<file path="src/sv/nnsf_pkg.sv">
package nnsf_pkg;

  localparam int unsigned SIZE_W      = 12;
  localparam int unsigned STEP_W      = 24;
  localparam int unsigned COLOR_W     = 32;
  localparam int unsigned FILL_SIZE_W = 8;
  localparam int unsigned CFG_IDX_W   = 3;
  localparam int unsigned CFG_DATA_W  = 24;

  localparam int unsigned DEF_MAX_SOURCE_SIZE    = 2048;
  localparam int unsigned DEF_MAX_DEST_SIZE      = 4095;
  localparam int unsigned DEF_STEP_FRACTION_BITS = 16;

  localparam int unsigned RST_SRC_SIZE  = 2048;
  localparam int unsigned RST_DEST_SIZE = 2048;
  localparam int unsigned RST_STEP      = 65536;

  typedef enum logic [CFG_IDX_W-1:0] {
    REG_SRC_WIDTH   = 3'd0,
    REG_SRC_HEIGHT  = 3'd1,
    REG_DEST_WIDTH  = 3'd2,
    REG_DEST_HEIGHT = 3'd3,
    REG_STEP_X      = 3'd4,
    REG_STEP_Y      = 3'd5
  } cfg_reg_t;

  // sizes are held already clipped to the configured maxima, ceilings precomputed
  typedef struct packed {
    logic [SIZE_W-1:0]      sw;
    logic [SIZE_W-1:0]      sh;
    logic [SIZE_W-1:0]      dw;
    logic [SIZE_W-1:0]      dh;
    logic [STEP_W-1:0]      step_x;
    logic [STEP_W-1:0]      step_y;
    logic [FILL_SIZE_W-1:0] ceil_x;
    logic [FILL_SIZE_W-1:0] ceil_y;
  } cfg_t;

  typedef struct packed {
    logic [SIZE_W-1:0]      x;
    logic [SIZE_W-1:0]      y;
    logic [FILL_SIZE_W-1:0] w;
    logic [FILL_SIZE_W-1:0] h;
    logic [COLOR_W-1:0]     color;
  } fill_t;

endpackage

</file>
<file path="src/sv/nearest_neighbor_scale_fill.sv">
// channel  | direction | handshake             | payload
// ---------+-----------+-----------------------+-------------------------------------------
// in       | in        | in_valid / in_ready   | pixel_color, frame_start
// out      | out       | out_valid / out_ready | fill_x, fill_y, fill_width, fill_height,
//          |           |                       | fill_color
// cfg      | in        | cfg_valid / cfg_ready | cfg_index, cfg_data
//
// One pixel per cycle while in_ready is high; a pixel that yields a fill reaches out_valid
// through the input register, then the result register. The per-pixel position add, edge compares
// and clip sit between those two registers.
// Reset is synchronous; it restores the register defaults and starts a fresh frame.
// A stalled result holds in the output register; in_ready drops only when both
// registers are full and out_ready is low. cfg_ready is always high.
module nearest_neighbor_scale_fill #(
  parameter int unsigned MAX_SOURCE_SIZE    = nnsf_pkg::DEF_MAX_SOURCE_SIZE,
  parameter int unsigned MAX_DEST_SIZE      = nnsf_pkg::DEF_MAX_DEST_SIZE,
  parameter int unsigned STEP_FRACTION_BITS = nnsf_pkg::DEF_STEP_FRACTION_BITS
) (
  input  logic                               clk,
  input  logic                               rst,
  input  logic                               in_valid,
  output logic                               in_ready,
  input  logic [nnsf_pkg::COLOR_W-1:0]       pixel_color,
  input  logic                               frame_start,
  output logic                               out_valid,
  input  logic                               out_ready,
  output logic [nnsf_pkg::SIZE_W-1:0]        fill_x,
  output logic [nnsf_pkg::SIZE_W-1:0]        fill_y,
  output logic [nnsf_pkg::FILL_SIZE_W-1:0]   fill_width,
  output logic [nnsf_pkg::FILL_SIZE_W-1:0]   fill_height,
  output logic [nnsf_pkg::COLOR_W-1:0]       fill_color,
  input  logic                               cfg_valid,
  output logic                               cfg_ready,
  input  logic [nnsf_pkg::CFG_IDX_W-1:0]     cfg_index,
  input  logic [nnsf_pkg::CFG_DATA_W-1:0]    cfg_data
);
  import nnsf_pkg::*;

  cfg_t  cfg;
  fill_t fill_calc;
  fill_t fill_q;
  logic  load;
  logic  space;

  nnsf_cfg_regs #(
    .MAX_SOURCE_SIZE    (MAX_SOURCE_SIZE),
    .MAX_DEST_SIZE      (MAX_DEST_SIZE),
    .STEP_FRACTION_BITS (STEP_FRACTION_BITS)
  ) u_cfg (
    .clk       (clk),
    .rst       (rst),
    .cfg_valid (cfg_valid),
    .cfg_ready (cfg_ready),
    .cfg_index (cfg_index),
    .cfg_data  (cfg_data),
    .cfg       (cfg)
  );

  nnsf_scaler #(
    .MAX_SOURCE_SIZE    (MAX_SOURCE_SIZE),
    .STEP_FRACTION_BITS (STEP_FRACTION_BITS)
  ) u_scaler (
    .clk         (clk),
    .rst         (rst),
    .in_valid    (in_valid),
    .in_ready    (in_ready),
    .pixel_color (pixel_color),
    .frame_start (frame_start),
    .cfg         (cfg),
    .space       (space),
    .load        (load),
    .fill        (fill_calc)
  );

  nnsf_out_reg u_out (
    .clk       (clk),
    .rst       (rst),
    .load      (load),
    .fill_in   (fill_calc),
    .space     (space),
    .out_valid (out_valid),
    .out_ready (out_ready),
    .fill      (fill_q)
  );

  assign fill_x      = fill_q.x;
  assign fill_y      = fill_q.y;
  assign fill_width  = fill_q.w;
  assign fill_height = fill_q.h;
  assign fill_color  = fill_q.color;

endmodule

</file>
<file path="src/sv/nnsf_cfg_regs.sv">
module nnsf_cfg_regs #(
  parameter int unsigned MAX_SOURCE_SIZE    = nnsf_pkg::DEF_MAX_SOURCE_SIZE,
  parameter int unsigned MAX_DEST_SIZE      = nnsf_pkg::DEF_MAX_DEST_SIZE,
  parameter int unsigned STEP_FRACTION_BITS = nnsf_pkg::DEF_STEP_FRACTION_BITS
) (
  input  logic                              clk,
  input  logic                              rst,
  input  logic                              cfg_valid,
  output logic                              cfg_ready,
  input  logic [nnsf_pkg::CFG_IDX_W-1:0]    cfg_index,
  input  logic [nnsf_pkg::CFG_DATA_W-1:0]   cfg_data,
  output nnsf_pkg::cfg_t                    cfg
);
  import nnsf_pkg::*;

  typedef logic [STEP_W:0] step_ext_t;

  localparam longint unsigned ROUND    = (64'd1 << STEP_FRACTION_BITS) - 64'd1;
  localparam int unsigned     FILL_MAX = (1 << FILL_SIZE_W) - 1;

  function automatic logic [SIZE_W-1:0] clip(input logic [SIZE_W-1:0] v,
                                             input int unsigned lim);
    return (32'(v) > lim) ? SIZE_W'(lim) : v;
  endfunction

  function automatic logic [FILL_SIZE_W-1:0] ceil_step(input logic [STEP_W-1:0] s);
    step_ext_t sum;
    step_ext_t c;
    sum = step_ext_t'(s) + step_ext_t'(ROUND);
    c   = sum >> STEP_FRACTION_BITS;
    return (32'(c) > FILL_MAX) ? FILL_SIZE_W'(FILL_MAX) : FILL_SIZE_W'(c);
  endfunction

  assign cfg_ready = 1'b1;

  always_ff @(posedge clk) begin
    if (rst) begin
      cfg.sw     <= clip(SIZE_W'(RST_SRC_SIZE), MAX_SOURCE_SIZE);
      cfg.sh     <= clip(SIZE_W'(RST_SRC_SIZE), MAX_SOURCE_SIZE);
      cfg.dw     <= clip(SIZE_W'(RST_DEST_SIZE), MAX_DEST_SIZE);
      cfg.dh     <= clip(SIZE_W'(RST_DEST_SIZE), MAX_DEST_SIZE);
      cfg.step_x <= STEP_W'(RST_STEP);
      cfg.step_y <= STEP_W'(RST_STEP);
      cfg.ceil_x <= ceil_step(STEP_W'(RST_STEP));
      cfg.ceil_y <= ceil_step(STEP_W'(RST_STEP));
    end else if (cfg_valid) begin
      unique case (cfg_index)
        REG_SRC_WIDTH:   cfg.sw <= clip(cfg_data[SIZE_W-1:0], MAX_SOURCE_SIZE);
        REG_SRC_HEIGHT:  cfg.sh <= clip(cfg_data[SIZE_W-1:0], MAX_SOURCE_SIZE);
        REG_DEST_WIDTH:  cfg.dw <= clip(cfg_data[SIZE_W-1:0], MAX_DEST_SIZE);
        REG_DEST_HEIGHT: cfg.dh <= clip(cfg_data[SIZE_W-1:0], MAX_DEST_SIZE);
        REG_STEP_X: begin
          cfg.step_x <= cfg_data[STEP_W-1:0];
          cfg.ceil_x <= ceil_step(cfg_data[STEP_W-1:0]);
        end
        REG_STEP_Y: begin
          cfg.step_y <= cfg_data[STEP_W-1:0];
          cfg.ceil_y <= ceil_step(cfg_data[STEP_W-1:0]);
        end
        default: ;
      endcase
    end
  end

endmodule

</file>
<file path="src/sv/nnsf_scaler.sv">
module nnsf_scaler #(
  parameter int unsigned MAX_SOURCE_SIZE    = nnsf_pkg::DEF_MAX_SOURCE_SIZE,
  parameter int unsigned STEP_FRACTION_BITS = nnsf_pkg::DEF_STEP_FRACTION_BITS
) (
  input  logic                            clk,
  input  logic                            rst,
  input  logic                            in_valid,
  output logic                            in_ready,
  input  logic [nnsf_pkg::COLOR_W-1:0]    pixel_color,
  input  logic                            frame_start,
  input  nnsf_pkg::cfg_t                  cfg,
  input  logic                            space,
  output logic                            load,
  output nnsf_pkg::fill_t                 fill
);
  import nnsf_pkg::*;

  localparam int unsigned COL_W = (MAX_SOURCE_SIZE > 1) ? $clog2(MAX_SOURCE_SIZE) : 1;
  localparam int unsigned ROW_W = $clog2(MAX_SOURCE_SIZE + 1);
  localparam int unsigned POS_W = COL_W + STEP_W;
  localparam int unsigned INT_W = POS_W - STEP_FRACTION_BITS;

  // input register
  logic               s1_valid;
  logic [COLOR_W-1:0] s1_color;
  logic               s1_fs;
  logic               adv;

  // frame state
  logic [COL_W-1:0]   col_cnt, col_cnt_next;
  logic [ROW_W-1:0]   row_cnt, row_cnt_next;
  logic [POS_W-1:0]   col_pos, col_pos_next;
  logic [POS_W-1:0]   row_pos, row_pos_next;
  logic [SIZE_W-1:0]  last_col, last_col_next;
  logic               last_col_vld, last_col_vld_next;
  logic [SIZE_W-1:0]  last_row, last_row_next;
  logic               last_row_vld, last_row_vld_next;
  logic               row_kept, row_kept_next;

  logic [COL_W-1:0]   cc;
  logic [ROW_W-1:0]   rc;
  logic [POS_W-1:0]   cp, rp;
  logic [INT_W-1:0]   col_int, row_int;
  logic [SIZE_W-1:0]  col_int_s, row_int_s;
  logic               col0, row_ok, new_row, kept, col_ok, emit, wrap;
  logic [SIZE_W-1:0]  lc, lr;
  logic               lc_vld, lr_vld;
  logic [SIZE_W-1:0]  w_room;
  logic [SIZE_W:0]    h_room;

  assign adv      = s1_valid && space;
  assign in_ready = !s1_valid || adv;
  assign load     = adv && emit;

  always_ff @(posedge clk) begin
    if (rst) begin
      s1_valid <= 1'b0;
    end else if (in_ready) begin
      s1_valid <= in_valid;
    end
  end

  always_ff @(posedge clk) begin
    if (in_ready && in_valid) begin
      s1_color <= pixel_color;
      s1_fs    <= frame_start;
    end
  end

  always_comb begin
    // a frame start clears everything before the pixel is handled
    cc     = s1_fs ? '0 : col_cnt;
    rc     = s1_fs ? '0 : row_cnt;
    cp     = s1_fs ? '0 : col_pos;
    rp     = s1_fs ? '0 : row_pos;
    lr     = last_row;
    lr_vld = s1_fs ? 1'b0 : last_row_vld;

    col_int   = cp[POS_W-1:STEP_FRACTION_BITS];
    row_int   = rp[POS_W-1:STEP_FRACTION_BITS];
    col_int_s = SIZE_W'(col_int);
    row_int_s = SIZE_W'(row_int);

    col0    = (cc == '0);
    row_ok  = (64'(rc) < 64'(cfg.sh)) && (64'(row_int) < 64'(cfg.dh));
    new_row = col0 && row_ok && (!lr_vld || (lr != row_int_s));
    kept    = col0 ? new_row : (s1_fs ? 1'b0 : row_kept);

    last_row_next     = new_row ? row_int_s : lr;
    last_row_vld_next = new_row ? 1'b1 : lr_vld;
    lc                = last_col;
    lc_vld            = (s1_fs || new_row) ? 1'b0 : last_col_vld;

    col_ok = kept && (32'(cc) < 32'(cfg.sw)) && (64'(col_int) < 64'(cfg.dw));
    emit   = col_ok && (!lc_vld || (lc != col_int_s));

    last_col_next     = emit ? col_int_s : lc;
    last_col_vld_next = emit ? 1'b1 : lc_vld;
    row_kept_next     = kept;

    // height shrunk under a kept row leaves the room negative: no clip then
    w_room     = cfg.dw - col_int_s;
    h_room     = {1'b0, cfg.dh} - {1'b0, last_row_next};
    fill.x     = col_int_s;
    fill.y     = last_row_next;
    fill.w     = (SIZE_W'(cfg.ceil_x) > w_room) ? FILL_SIZE_W'(w_room) : cfg.ceil_x;
    fill.h     = (!h_room[SIZE_W] && ((SIZE_W+1)'(cfg.ceil_y) > h_room)) ?
                 FILL_SIZE_W'(h_room) : cfg.ceil_y;
    fill.color = s1_color;

    // a count at or past the last source column wraps to the next row (row count held at MAX_SOURCE_SIZE)
    wrap = (32'(cc) + 32'd1) >= 32'(cfg.sw);
    if (wrap) begin
      col_cnt_next = '0;
      col_pos_next = '0;
      if (32'(rc) < MAX_SOURCE_SIZE) begin
        row_cnt_next = rc + ROW_W'(1);
        row_pos_next = rp + POS_W'(cfg.step_y);
      end else begin
        row_cnt_next = rc;
        row_pos_next = rp;
      end
    end else begin
      col_cnt_next = cc + COL_W'(1);
      col_pos_next = cp + POS_W'(cfg.step_x);
      row_cnt_next = rc;
      row_pos_next = rp;
    end
  end

  always_ff @(posedge clk) begin
    if (rst) begin
      col_cnt      <= '0;
      row_cnt      <= '0;
      col_pos      <= '0;
      row_pos      <= '0;
      last_col     <= '0;
      last_col_vld <= 1'b0;
      last_row     <= '0;
      last_row_vld <= 1'b0;
      row_kept     <= 1'b0;
    end else if (adv) begin
      col_cnt      <= col_cnt_next;
      row_cnt      <= row_cnt_next;
      col_pos      <= col_pos_next;
      row_pos      <= row_pos_next;
      last_col     <= last_col_next;
      last_col_vld <= last_col_vld_next;
      last_row     <= last_row_next;
      last_row_vld <= last_row_vld_next;
      row_kept     <= row_kept_next;
    end
  end

endmodule

</file>
<file path="src/sv/nnsf_out_reg.sv">
module nnsf_out_reg (
  input  logic            clk,
  input  logic            rst,
  input  logic            load,
  input  nnsf_pkg::fill_t fill_in,
  output logic            space,
  output logic            out_valid,
  input  logic            out_ready,
  output nnsf_pkg::fill_t fill
);
  import nnsf_pkg::*;

  assign space = !out_valid || out_ready;

  always_ff @(posedge clk) begin
    if (rst) begin
      out_valid <= 1'b0;
    end else if (load) begin
      out_valid <= 1'b1;
    end else if (out_ready) begin
      out_valid <= 1'b0;
    end
  end

  always_ff @(posedge clk) begin
    if (load) begin
      fill <= fill_in;
    end
  end

endmodule

</file>
<file path="config.mk">
export PLATFORM = sky130hd
export DESIGN_NAME = nearest_neighbor_scale_fill
export DESIGN_NICKNAME = d
export VERILOG_FILES = /design/src/sv/nnsf_pkg.sv /design/src/sv/nearest_neighbor_scale_fill.sv /design/src/sv/nnsf_cfg_regs.sv /design/src/sv/nnsf_scaler.sv /design/src/sv/nnsf_out_reg.sv
export SDC_FILE = /design/constraint.sdc
export NUM_CORES = 1
export LEC_CHECK = 0
export ABC_CLOCK_PERIOD_IN_PS = 9200
export BUFFER_PORTS_ARGS = -buffer_cell sky130_fd_sc_hd__buf_2
export CAP_MARGIN = 10
export CORE_MARGIN = 3
export CORE_UTILIZATION = 60
export DETAILED_ROUTE_END_ITERATION = 16
export GPL_TIMING_DRIVEN = 1
export PLACE_DENSITY = 0.86
export SETUP_SLACK_MARGIN = 0.2
export SLEW_MARGIN = 25
export SYNTH_ARGS = -nofsm -noshare
export SYNTH_HDL_FRONTEND = slang
export SYNTH_HIERARCHICAL = 1
export SYNTH_SLANG_ARGS = --single-unit
</file>
<file path="constraint.sdc">
create_clock -name clk -period 9.2 [get_ports clk]
set_input_delay 0.92 -clock clk [delete_from_list [all_inputs] [get_ports clk]]
set_output_delay 0.92 -clock clk [all_outputs]
set_load 0.05 [all_outputs]
</file>
== Word-level counts from Yosys, hierarchy flattened ==
Cells that the tools add are included.
Cells by class
  magnitude comparators: 10
  equal/unequal tests: 7
  reduce and logical (&&, ||, !) cells: 30
  add/sub/neg operators: 8
  mux-type cells: 23
Operators by type and width (count)
  35-bit two-way mux: 5
  35-bit by 24-bit adder with 35-bit output: 2
  12-bit two-way mux: 5
  19-bit by 12-bit < comparator with 1-bit output: 2
  32-bit by 12-bit >= comparator with 1-bit output: 1
  24-bit by 16-bit adder with 25-bit output (second input constant): 1
  8-bit two-way mux: 3
  12-bit inequality test: 2
  11-bit two-way mux: 2
  2-bit AND reduction: 7
  8-bit by 13-bit > comparator with 1-bit output: 1
  12-bit by 12-bit subtractor with 13-bit output: 1
  11-bit by 1-bit adder with 12-bit output (second input constant): 1
  12-bit by 1-bit adder with 12-bit output (second input constant): 1
  12-bit > comparator (second input constant): 1
  8-bit by 12-bit > comparator with 1-bit output: 1
  11-bit by 12-bit < comparator with 1-bit output: 1
  12-bit < comparator: 1
  12-bit < comparator (second input constant): 1
  12-bit subtractor: 1
  11-bit by 1-bit adder with 11-bit output (second input constant): 1
  11-bit zero test: 1
  1-bit logical AND: 10
  9-bit by 8-bit > comparator with 1-bit output (second input constant): 1
  8 further kinds: 25
Storage, ports and cells
  flip-flop bits (word level): 339
  bits of input ports: 65

== Longest topological paths before layout ==
Gate-level depths: netlist (run 1).
  depth after elaboration: 12
  depth in mapped cells: 34

== Cells and area by module ==
The synthesis (run 1) kept the hierarchy.
By module, submodules not included
  nnsf_scaler: area an instance 12211.7 um2, instances 1, seq. area each 3413.3 um2, cells an instance 1506
  nnsf_cfg_regs: area an instance 4280.4 um2, instances 1, seq. area each 2242.2 um2, cells an instance 543
  nnsf_out_reg: area an instance 2208.4 um2, instances 1, seq. area each 2182.1 um2, cells an instance 76

== Worst setup path before layout (run 1) ==
No wires, ideal clock.
  path kind: flip-flop to flip-flop
  from: register u_scaler.s1_fs
  to: register u_out/fill[32] (netlist name), data pin
  buffers on the path: 8
  arrival time: 6.875 ns
  setup slack: 2.052 ns
  data required time: 8.927 ns
  stages on the path, launching flop included: 32
  cell sequence: edfxtp_1 buf_2 buf_1 clkbuf_1 clkbuf_1 clkbuf_1 clkbuf_1 nor2b_1 ha_1 a211o_1 o221ai_1 a21oi_1 o31ai_2 and2_1 buf_2 buf_2 mux2i_1 ha_1 nor2b_1 o21ai_0 nand2b_1 a21o_1 a21o_1 a211oi_1 nor2_1 xnor2_1 ha_1 nand4_1 o21ai_0 a2111oi_0 nand4_1 mux2i_1
RTL lines
  from (decl): line nnsf_scaler.sv:26  | logic s1_fs;
  from (signal assigned): line nnsf_scaler.sv:66  | s1_fs <= frame_start;
  to (signal assigned): line nnsf_out_reg.sv:27  | fill <= fill_in;
  to (decl): line nnsf_out_reg.sv:9  | output nnsf_pkg::fill_t fill

==> results of run 1 <==
-- area by class of cell --
| cell class | instances | area [um^2] |
|---|---|---|
| Antenna cell | 4 | 10.01 |
| Clock buffer | 48 | 1017 |
| Clock inverter | 20 | 231.5 |
| Fill cell | 2301 | 9763 |
| Inverter | 118 | 444.2 |
| Multi-Input combinational cell | 1567 | 10060 |
| Sequential cell | 339 | 7838 |
| Tap cell | 396 | 495.5 |
| Timing Repair Buffer | 153 | 809.5 |
-- metrics by stage --
stage	util (%)	hold slack, ps	setup WS, ps	std cells
CTS	68.11	419.3	1654	2641
global placement	64.04	400.3	1978	2573
finish	68.17	418.6	1503	2645
global route	68.17	423.5	969.3	2645
floorplan	-	400.3	2052	2125
detailed placement	64.04	404.5	1654	2573
-- placed cells by master, fill, tap and decap left out, types with 11 or more instances in the layout --
cell,instances
nand2_1,299
dfxtp_1,234
a21oi_1,209
nor2_1,143
ha_1,143
buf_2,137
inv_1,117
edfxtp_1,105
nor2b_1,99
o21ai_0,77
nand3_1,59
xnor2_1,53
xor2_1,38
clkbuf_16,37
a21o_1,33
a22oi_1,31
a211oi_1,27
nand2b_1,27
nor3_1,24
mux2i_1,23
o21a_1,22
nor4_1,19
or3_1,19
nand4_1,16
buf_4,15
nand3b_1,13
a31oi_1,13
o21bai_1,11
-- worst reg2reg max path: stages, from the launching register on --
cell,delay (ps)
edfxtp_1,640
buf_4,400
nor2b_1,440
ha_1,340
a21o_1,180
a2111oi_0,410
nand3_1,140
a31oi_1,170
o31a_1,360
and2_1,620
mux2i_1,380
ha_1,290
nor2b_1,130
o21ai_0,150
nand2b_1,110
a21o_1,190
a21o_1,190
a211oi_1,370
nor2_1,110
xnor2_1,200
ha_1,280
nand4_1,90
o21ai_0,100
a2111oi_0,330
nand4_1,540
mux2i_1,270
-- state kept, by name (all words and copies together) (netlist names) --
signal and flops:
u_cfg/cfg 112, u_scaler/row_pos 35, u_scaler/row_cnt 12, u_out/fill 72
u_scaler/row_kept 1, u_scaler/last_col 12, u_scaler/last_row 12, u_scaler/last_col_vld 1
u_scaler/col_cnt 11, u_scaler/last_row_vld 1, u_scaler/s1_color 32, u_scaler/s1_valid 1
u_out/out_valid 1, u_scaler/s1_fs 1, u_scaler/col_pos 35
-- routing by layer --
| layer | track usage, % | vias to the layer above | part of all wire [%] |
|---|---|---|---|
| met1 | 38.47 | 7788 | 40 |
| li1 | - | 7666 | - |
| met2 | 50.27 | 770 | 48 |
| met5 | 0 | - | 0 |
| met4 | 13.41 | 0 | 4.6 |
| met3 | 5.103 | 176 | 7.8 |
-- kinds of logic (layout without fill, tap and decap cells) --
kind of cell | after synthesis | count (layout) | share of synthesized area [%]
adders and majority gates | 147 | 147 | 9.996
muxes | 29 | 29 | 1.592
other | 1 | 5 | 0.02005
and+or+nand+nor | 784 | 784 | 20.52
AOI/OAI and AO/OA | 515 | 515 | 17.22
buffers and inverters | 219 | 339 | 4.483
xor gates and xnor gates | 91 | 91 | 4.262
DFF | 339 | 339 | 41.91
-- Yosys cell counts (38+ instances only) --
library cell  number
nor2_1           143
dfxtp_1          234
o21ai_0           78
nand3_1           59
nor2b_1           99
edfxtp_1         105
ha_1             143
nand2_1          299
xnor2_1           53
inv_1            118
a21oi_1          209
xor2_1            38
clkbuf_1          94
-- where the power goes --
part	switching, uW	leakage (uW)	total, uW	internal (uW)
combinational	272	0.00492	384	112
clock	609	0.000607	1510	900
sequential	23.9	0.00289	1610	1590
total	905	0.00842	3510	2600
-- path summary, 6_finish.rpt --
check	cells past startpoint	end	startpoint	slack, ps
max reg2reg	25	u_out/fill[32]	u_scaler/s1_fs	1500
min	0	u_out/fill[4]	u_scaler/s1_color[4]	420
max	25	u_out/fill[32]	u_scaler/s1_fs	1500
min reg2reg	0	u_out/fill[4]	u_scaler/s1_color[4]	420
==> results, run 1 <==
- The flow ran to the end, and the final reports show no timing, DRC or antenna violations.
- The total count of hold-check failures in the final report is 0.
- From bottom edge to top edge, the die measures 182.5 um.
- The number of vias per cell is 6.200.
- The standard cell with the maximum stage delay on the critical path is edfxtp_1.
- The worst setup path is captured at a flip-flop.
- Across all layers, the routed design uses 16400 vias.
- STA classifies the critical path startpoint as a flip-flop.
- In this run, synthesis produced a sequential element count of 339.
- In this run, post-CTS repair resized a total of 0 instances.
- Counting flops with a built-in enable in the synthesized netlist gives 105.
- After synthesis, the largest area contributor takes up 25.05% of total cell area.
- For the final database, setup skew stands at 26.52 ps.
- The worst path needs 7697 ps of the cycle, external delays included.
- Of all nets on the critical path, the largest fanout is 45.
- Yosys attributes the largest share of cell area to dfxtp_1 25%, edfxtp_1 17%, ha_1 9.6%.
- The area of the die is 33320 um^2.
- The cell area power density is 167.8 nW/um^2.
- The cell family contributing the most delay on the critical path is compound AO/OA/AOI/OAI gates.
- The clock tree synthesis step divided the H-tree into 2 levels.
- In the final routed layout, each cell accounts on average for 19.59 um.
- For this run, asynchronously set or reset flops after synthesis account for 0%.
- The number of nets with antenna violations after routing is 0.
- After global routing the overflow that remains totals 0.
- Entering global routing, the biggest net connects 99 pins.
- The x dimension of the die is 182.5 um.
- The number of optimization iterations in the first detailed-route pass is 6.
- Summing all non-filler instances in the final layout gives an area of 20910 um^2.
- The post-route DRC violation count is 0.
- For this configuration, the core starts out at a cell density of 60.97%.
- The achievable frequency is 129.9 MHz.
- Among all flip-flop cells after synthesis, the most frequent one is dfxtp_1.
- The pin slew with the least headroom to its limit is 1024 ps.
- Post-CTS timing repair inserted 0 buffers for setup.
- The total chip power is 3507 uW.
- Setup violations remaining at the end of the flow were counted as 0.
- The biggest cell delay along the critical path is 640 ps.
- The part of the cycle the worst path needs is 83.67%.
- During placement, the flow inserted port buffers numbering 138.
- The number of placement rows is 64.
- TritonCTS built the clock tree.
- Clock tree synthesis inserted a total of 37 buffers.
- The first global-routing pass estimated 82180 um of wire.
- The reported max-cap violation count is 0.
- The number of pins with negative max-slew slack in the final report is 0.
- The count of nets after finishing is 2428.
- Summed over all failing endpoints, the final setup total negative slack is 0 ps.
- For this run, the register share of the synthesized area comes to 41.91%.
- The final routed wirelength across all metal layers is 51800 um.
- The critical path is of the reg2reg type.
- In this run the count of I/O pins placed on the die edge is 140.
- After synthesis the cells add up to 18700 um^2.
- For this block, the initial DRC count from the detailed router was 1903.
- The count of clock tree sinks is 339.
- The clock-pin slew on the worst setup and hold paths is 60 ps.
- The library cell used as clock root buffer is clkbuf_16.
- The reported leakage power is 0.008419 uW.
- Counting along the longest clock path gives a buffer depth of 3.
- The worst slew margin relative to its limit is 31.74%.
- The clock latency at the later pin of the worst-skew pair is 540 ps.
- Counting every instance in the synthesized netlist gives 2125.
- The data arrival time of the worst path is 7950 ps.
- The area growth from synthesis to layout is 11.80%.
- After synthesis, the netlist uses 82 different library cells.
- The buffers plus inverters on the worst setup path is 1.
- The synthesized area per cell is 8.800 um^2.
- The wire-length estimate of the detail-placed layout is 36490 um.
- The required time of the critical path is 9460 ps.
- During synthesis, Yosys emitted a total of 6 warnings.
- The path class of the tightest hold or removal check is reg2reg.
- The total of hold buffers inserted after clock tree synthesis is 0.
- The placed standard-cell area is 19640 um^2.
- Synthesis produced a netlist with a net count of 2337.
- After floorplanning, the core was sized to cover 30670 um^2.
- The total routing resource utilization after global routing is 30.12%.
- Setup repair after global routing left no endpoint under its margin.
- The share of layout cells above drive strength 1 is 10.87%.
- At the end of routability-driven placement, the weighted congestion stood at 0.9771.
- The via count of the first global-routing pass is 15946.
- The worst vdd rail ir drop is 154.6 uV.
- Of all cell types, the one taking the most synthesized area is dfxtp_1.
- The initial antenna violation count came to 4.
(Power assumes the default switching activity.)
==> run 2: changes to the inputs <==
--- a/config.mk
+++ b/config.mk
@@ -5,14 +5,14 @@
 export SDC_FILE = /design/constraint.sdc
 export NUM_CORES = 1
 export LEC_CHECK = 0
-export ABC_CLOCK_PERIOD_IN_PS = 9200
+export ABC_CLOCK_PERIOD_IN_PS = 6950
 export BUFFER_PORTS_ARGS = -buffer_cell sky130_fd_sc_hd__buf_2
 export CAP_MARGIN = 10
 export CORE_MARGIN = 3
-export CORE_UTILIZATION = 60
+export CORE_UTILIZATION = 55
 export DETAILED_ROUTE_END_ITERATION = 16
 export GPL_TIMING_DRIVEN = 1
-export PLACE_DENSITY = 0.86
+export PLACE_DENSITY = 0.83
 export SETUP_SLACK_MARGIN = 0.2
 export SLEW_MARGIN = 25
 export SYNTH_ARGS = -nofsm -noshare
==> constraint.sdc (replaced) <==
create_clock -name clk -period 6.95 [get_ports clk]
set_input_delay 0.695 -clock clk [delete_from_list [all_inputs] [get_ports clk]]
set_output_delay 0.695 -clock clk [all_outputs]
set_load 0.05 [all_outputs]
==> run 2 against run 1 <==
  * Register-to-register slack worse by 940 ps
  * Via count is 0.34% lower
  * First-iteration DRC count is 0.16% lower
  * Maximum frequency grew 20%
  * Core utilization shrank 4.1 points
  * Clock skew down 8.0 ps
  * Wire length shrank 0.62%
  * Final cell count is 2.0% higher
  * Sequential share of layout area fell by 0.46 points
  * Critical path type unchanged
==> results, run 2 (same netlist as run 1, synthesis figures left out) <==
- Sequential cells burn 44.2% of the power.
- The number of pins with negative max-slew slack in the final report is 0.
- The largest fanout on the critical path is 15.
- Of the total power, combinational logic draws 10.7%.
- After the first detailed-routing iteration, the DRC count stood at 1900.
- The aggregate negative setup slack is 0 ps.
- The total core area is 33030 um^2.
- In the global route stage, overall resource usage came out at 27.59%.
- The count of clock tree sinks is 339.
- The clock-pin slew on the worst setup and hold paths is 60 ps.
- The floorplan has 66 rows.
- Tracing the worst setup path back leads to its startpoint at u_scaler/s1_fs.
- The pin slew with the least headroom to its limit is 1099 ps.
- The cell area power density is 228.3 nW/um^2.
- The placed standard-cell area is 19740 um^2.
- The post-route DRC violation count is 0.
- The shortest period the worst path allows is 6390 ps.
- The reported leakage power is 0.008534 uW.
- On the final layout, the worst clock skew is 18.54 ps.
- The number of setup violations in the final report is 0.
- The storage element area is 7838 um^2.
- The later pin in the worst-skew pair is clocked with a latency of 530 ps.
- Leaving out fill and tap cells, the most frequent cells in the layout are 299 x nand2_1, 234 x dfxtp_1, 209 x a21oi_1, 143 x nor2_1, 143 x ha_1.
- The first detailed-routing pass ran for 6 iterations.
- The number of levels in the clock H-tree is 2.
- The worst setup path is captured at a flip-flop.
- The register with the most flip-flops in the layout has 112 of them.
- Per report_power, the clock group accounts for 45.1% of the total.
- At the placement stage, the worst setup path has a slack of 19.47 ps.
- Headroom to the max-slew limit came out at 26.71%.
- The number of vias per cell is 6.058.
- Setup slack on the critical path of the routed design comes to 559.6 ps.
- In this run the remaining antenna-violating nets after routing total 0.
- For this block, the routed nets add up to 51480 um of wire.
- The flow ran to the end, and the final reports show no timing, DRC or antenna violations.
- The count of buffers added on input and output ports is 138.
- After detailed routing, the average wire length per cell comes to 19.08 um.
- The CTS tree is yes.
- The internal power contribution is 3622 uW.
- The final design area excluding fillers is 21170 um^2.
- For this configuration, the core starts out at a cell density of 56.61%.
- Summed over all nets, the half-perimeter wirelength after detailed placement is 35970 um.
- The tool flagged a number of max-cap violations equal to 0.
- Hold is met by 333.9 ps.
- Based on the critical path, the design can be clocked at up to 156.5 MHz.
- The worst hold path startpoint is pixel_color[4].
- The final layout contains 2438 nets.
- The multi-input gate area in the final layout is 10060 um^2.
- The number of buffers inserted during clock tree synthesis is 36.
- The wire length of the first global-routing pass is 81680 um.
- The area growth from synthesis to layout is 13.19%.
- No sink is reached through more buffers than the 3 on the longest clock path.
- The via count of the first global-routing pass is 16012.
- The most common cell after layout, fill and taps aside is nand2_1.
- More flip-flops sit in one register than any other, and that register is u_cfg/cfg.
- Measured along the x axis, the die boundary spans 190.4 um.
- The post-cts sizing count is 0.
- Counting the fill cells in the layout gives 2630.
- The total chip power is 4832 uW.
- The worst register-to-register path begins at u_scaler/s1_fs.
- The die covers 36250 um^2.
- 140 I/O pins were placed.
- Routability-driven placement finished with a final weighted congestion of 0.9252.
- The pin count of the biggest net entering global routing is 88.
- The worst vdd rail ir drop is 232.7 uV.
- The library cell used as clock root buffer is clkbuf_16.
- The worst setup path is of the reg2reg kind.
- The die is 190.4 um tall.
- The initial antenna violation count was 2.
- The required time of the critical path is 7210 ps.
- Hold repair after CTS inserted 0 buffers.
- The global route total overflow is 0.
- STA puts the critical path data arrival time at 6650 ps.
- After layout, the worst path uses 91.95% of the clock period.
- The worst setup path is launched from a flip-flop.
- Setup repair after global routing left no endpoint under its margin.
- In the final layout, the registers with the most flip-flops are u_cfg/cfg x112, u_out/fill x72.
- The net switching power is 1210 uW.
- The switching portion of total power is 25.04%.
- The total count of hold-check failures in the final report was 0.
- The class of the most critical hold timing path is in2reg.
- Cells with a size suffix above 1 make up 11.31% of the layout.
- The detailed router placed 16345 vias in this run.
-- run 2: changes by cell type in the layout (fill, tap and decap cells not counted), moves of 2 or more --
cell       change
clkbuf_1       -3
bufinv_16      +5
clkinv_2       -2
buf_4         +10
diode_2        -2
-- run 2: what timing repair did --
action | CTS | global route
buffers inserted | 1 | 5
setup endpoints to repair | 8 | 8
pin swaps | 1 | 1
-- run 2: through the flow --
| step | instances | util [%] |
|---|---|---|
| 2_1_floorplan | 2125 | - |
| 3_3_place_gp | 2624 | 59.77 |
| 3_5_place_dp | 2624 | 59.77 |
| 4_1_cts | 2691 | 63.91 |
| 5_1_grt | 2698 | 64.08 |
| 6_report | 2698 | 64.08 |
-- run 2: final cells by class --
cell class | count | area share, %
diodes | 2 | 0.02364
clock buffers | 44 | 4.688
clock inverters | 22 | 1.732
inverters | 118 | 2.098
multi-input cells | 1567 | 47.54
flip-flops and latches | 339 | 37.03
well taps | 442 | 2.613
repair buffers | 164 | 4.274
-- run 2: per-layer routing --
metal,share of wire (%),up-vias,wire length (um),global-route usage [%]
li1,-,7722,-,-
met1,40,7729,20510,34.80
met2,49,750,25060,47.69
met3,7.5,144,3878,3.676
met4,3.9,0,2028,11.66
met5,0,-,0,0
-- run 2: worst paths after layout --
path                          end  slack [ps]  cells past startpoint
min reg2reg         u_out/fill[7]         410                      0
max                u_out/fill[39]         560                     26
max reg2reg        u_out/fill[39]         560                     26
min          u_scaler/s1_color[4]         330                      1
-- run 2: power groups by stage --
stage | Combinational [uW] | Sequential (uW) | Clock (uW)
6_report | 516 | 2140 | 2180
5_1_grt | 552 | 2140 | 2290
4_1_cts | 501 | 2140 | 2200
3_5_place_dp | 494 | 2180 | 0
3_3_place_gp | 480 | 2180 | 0
2_1_floorplan | 269 | 2250 | 0
-- run 2: worst max-delay path, stage by stage, from the launching register on --
cell and delay, ps:
edfxtp_1 430, buf_12 180, nor2b_1 270, ha_1 290, o21a_1 100, o211ai_1 190
o211ai_1 130, a2111oi_0 420, o31a_1 340, and2_1 250, mux2i_1 310, ha_1 280
nor2b_1 130, o21ai_0 190, nand2b_1 130, a21o_1 190, a21o_1 200, a211oi_1 370
nor2_1 130, xnor2_1 200, ha_1 280, nand4_1 90, o21ai_0 130, a2111oi_0 380
nand4_1 160, buf_4 210, mux2i_1 140
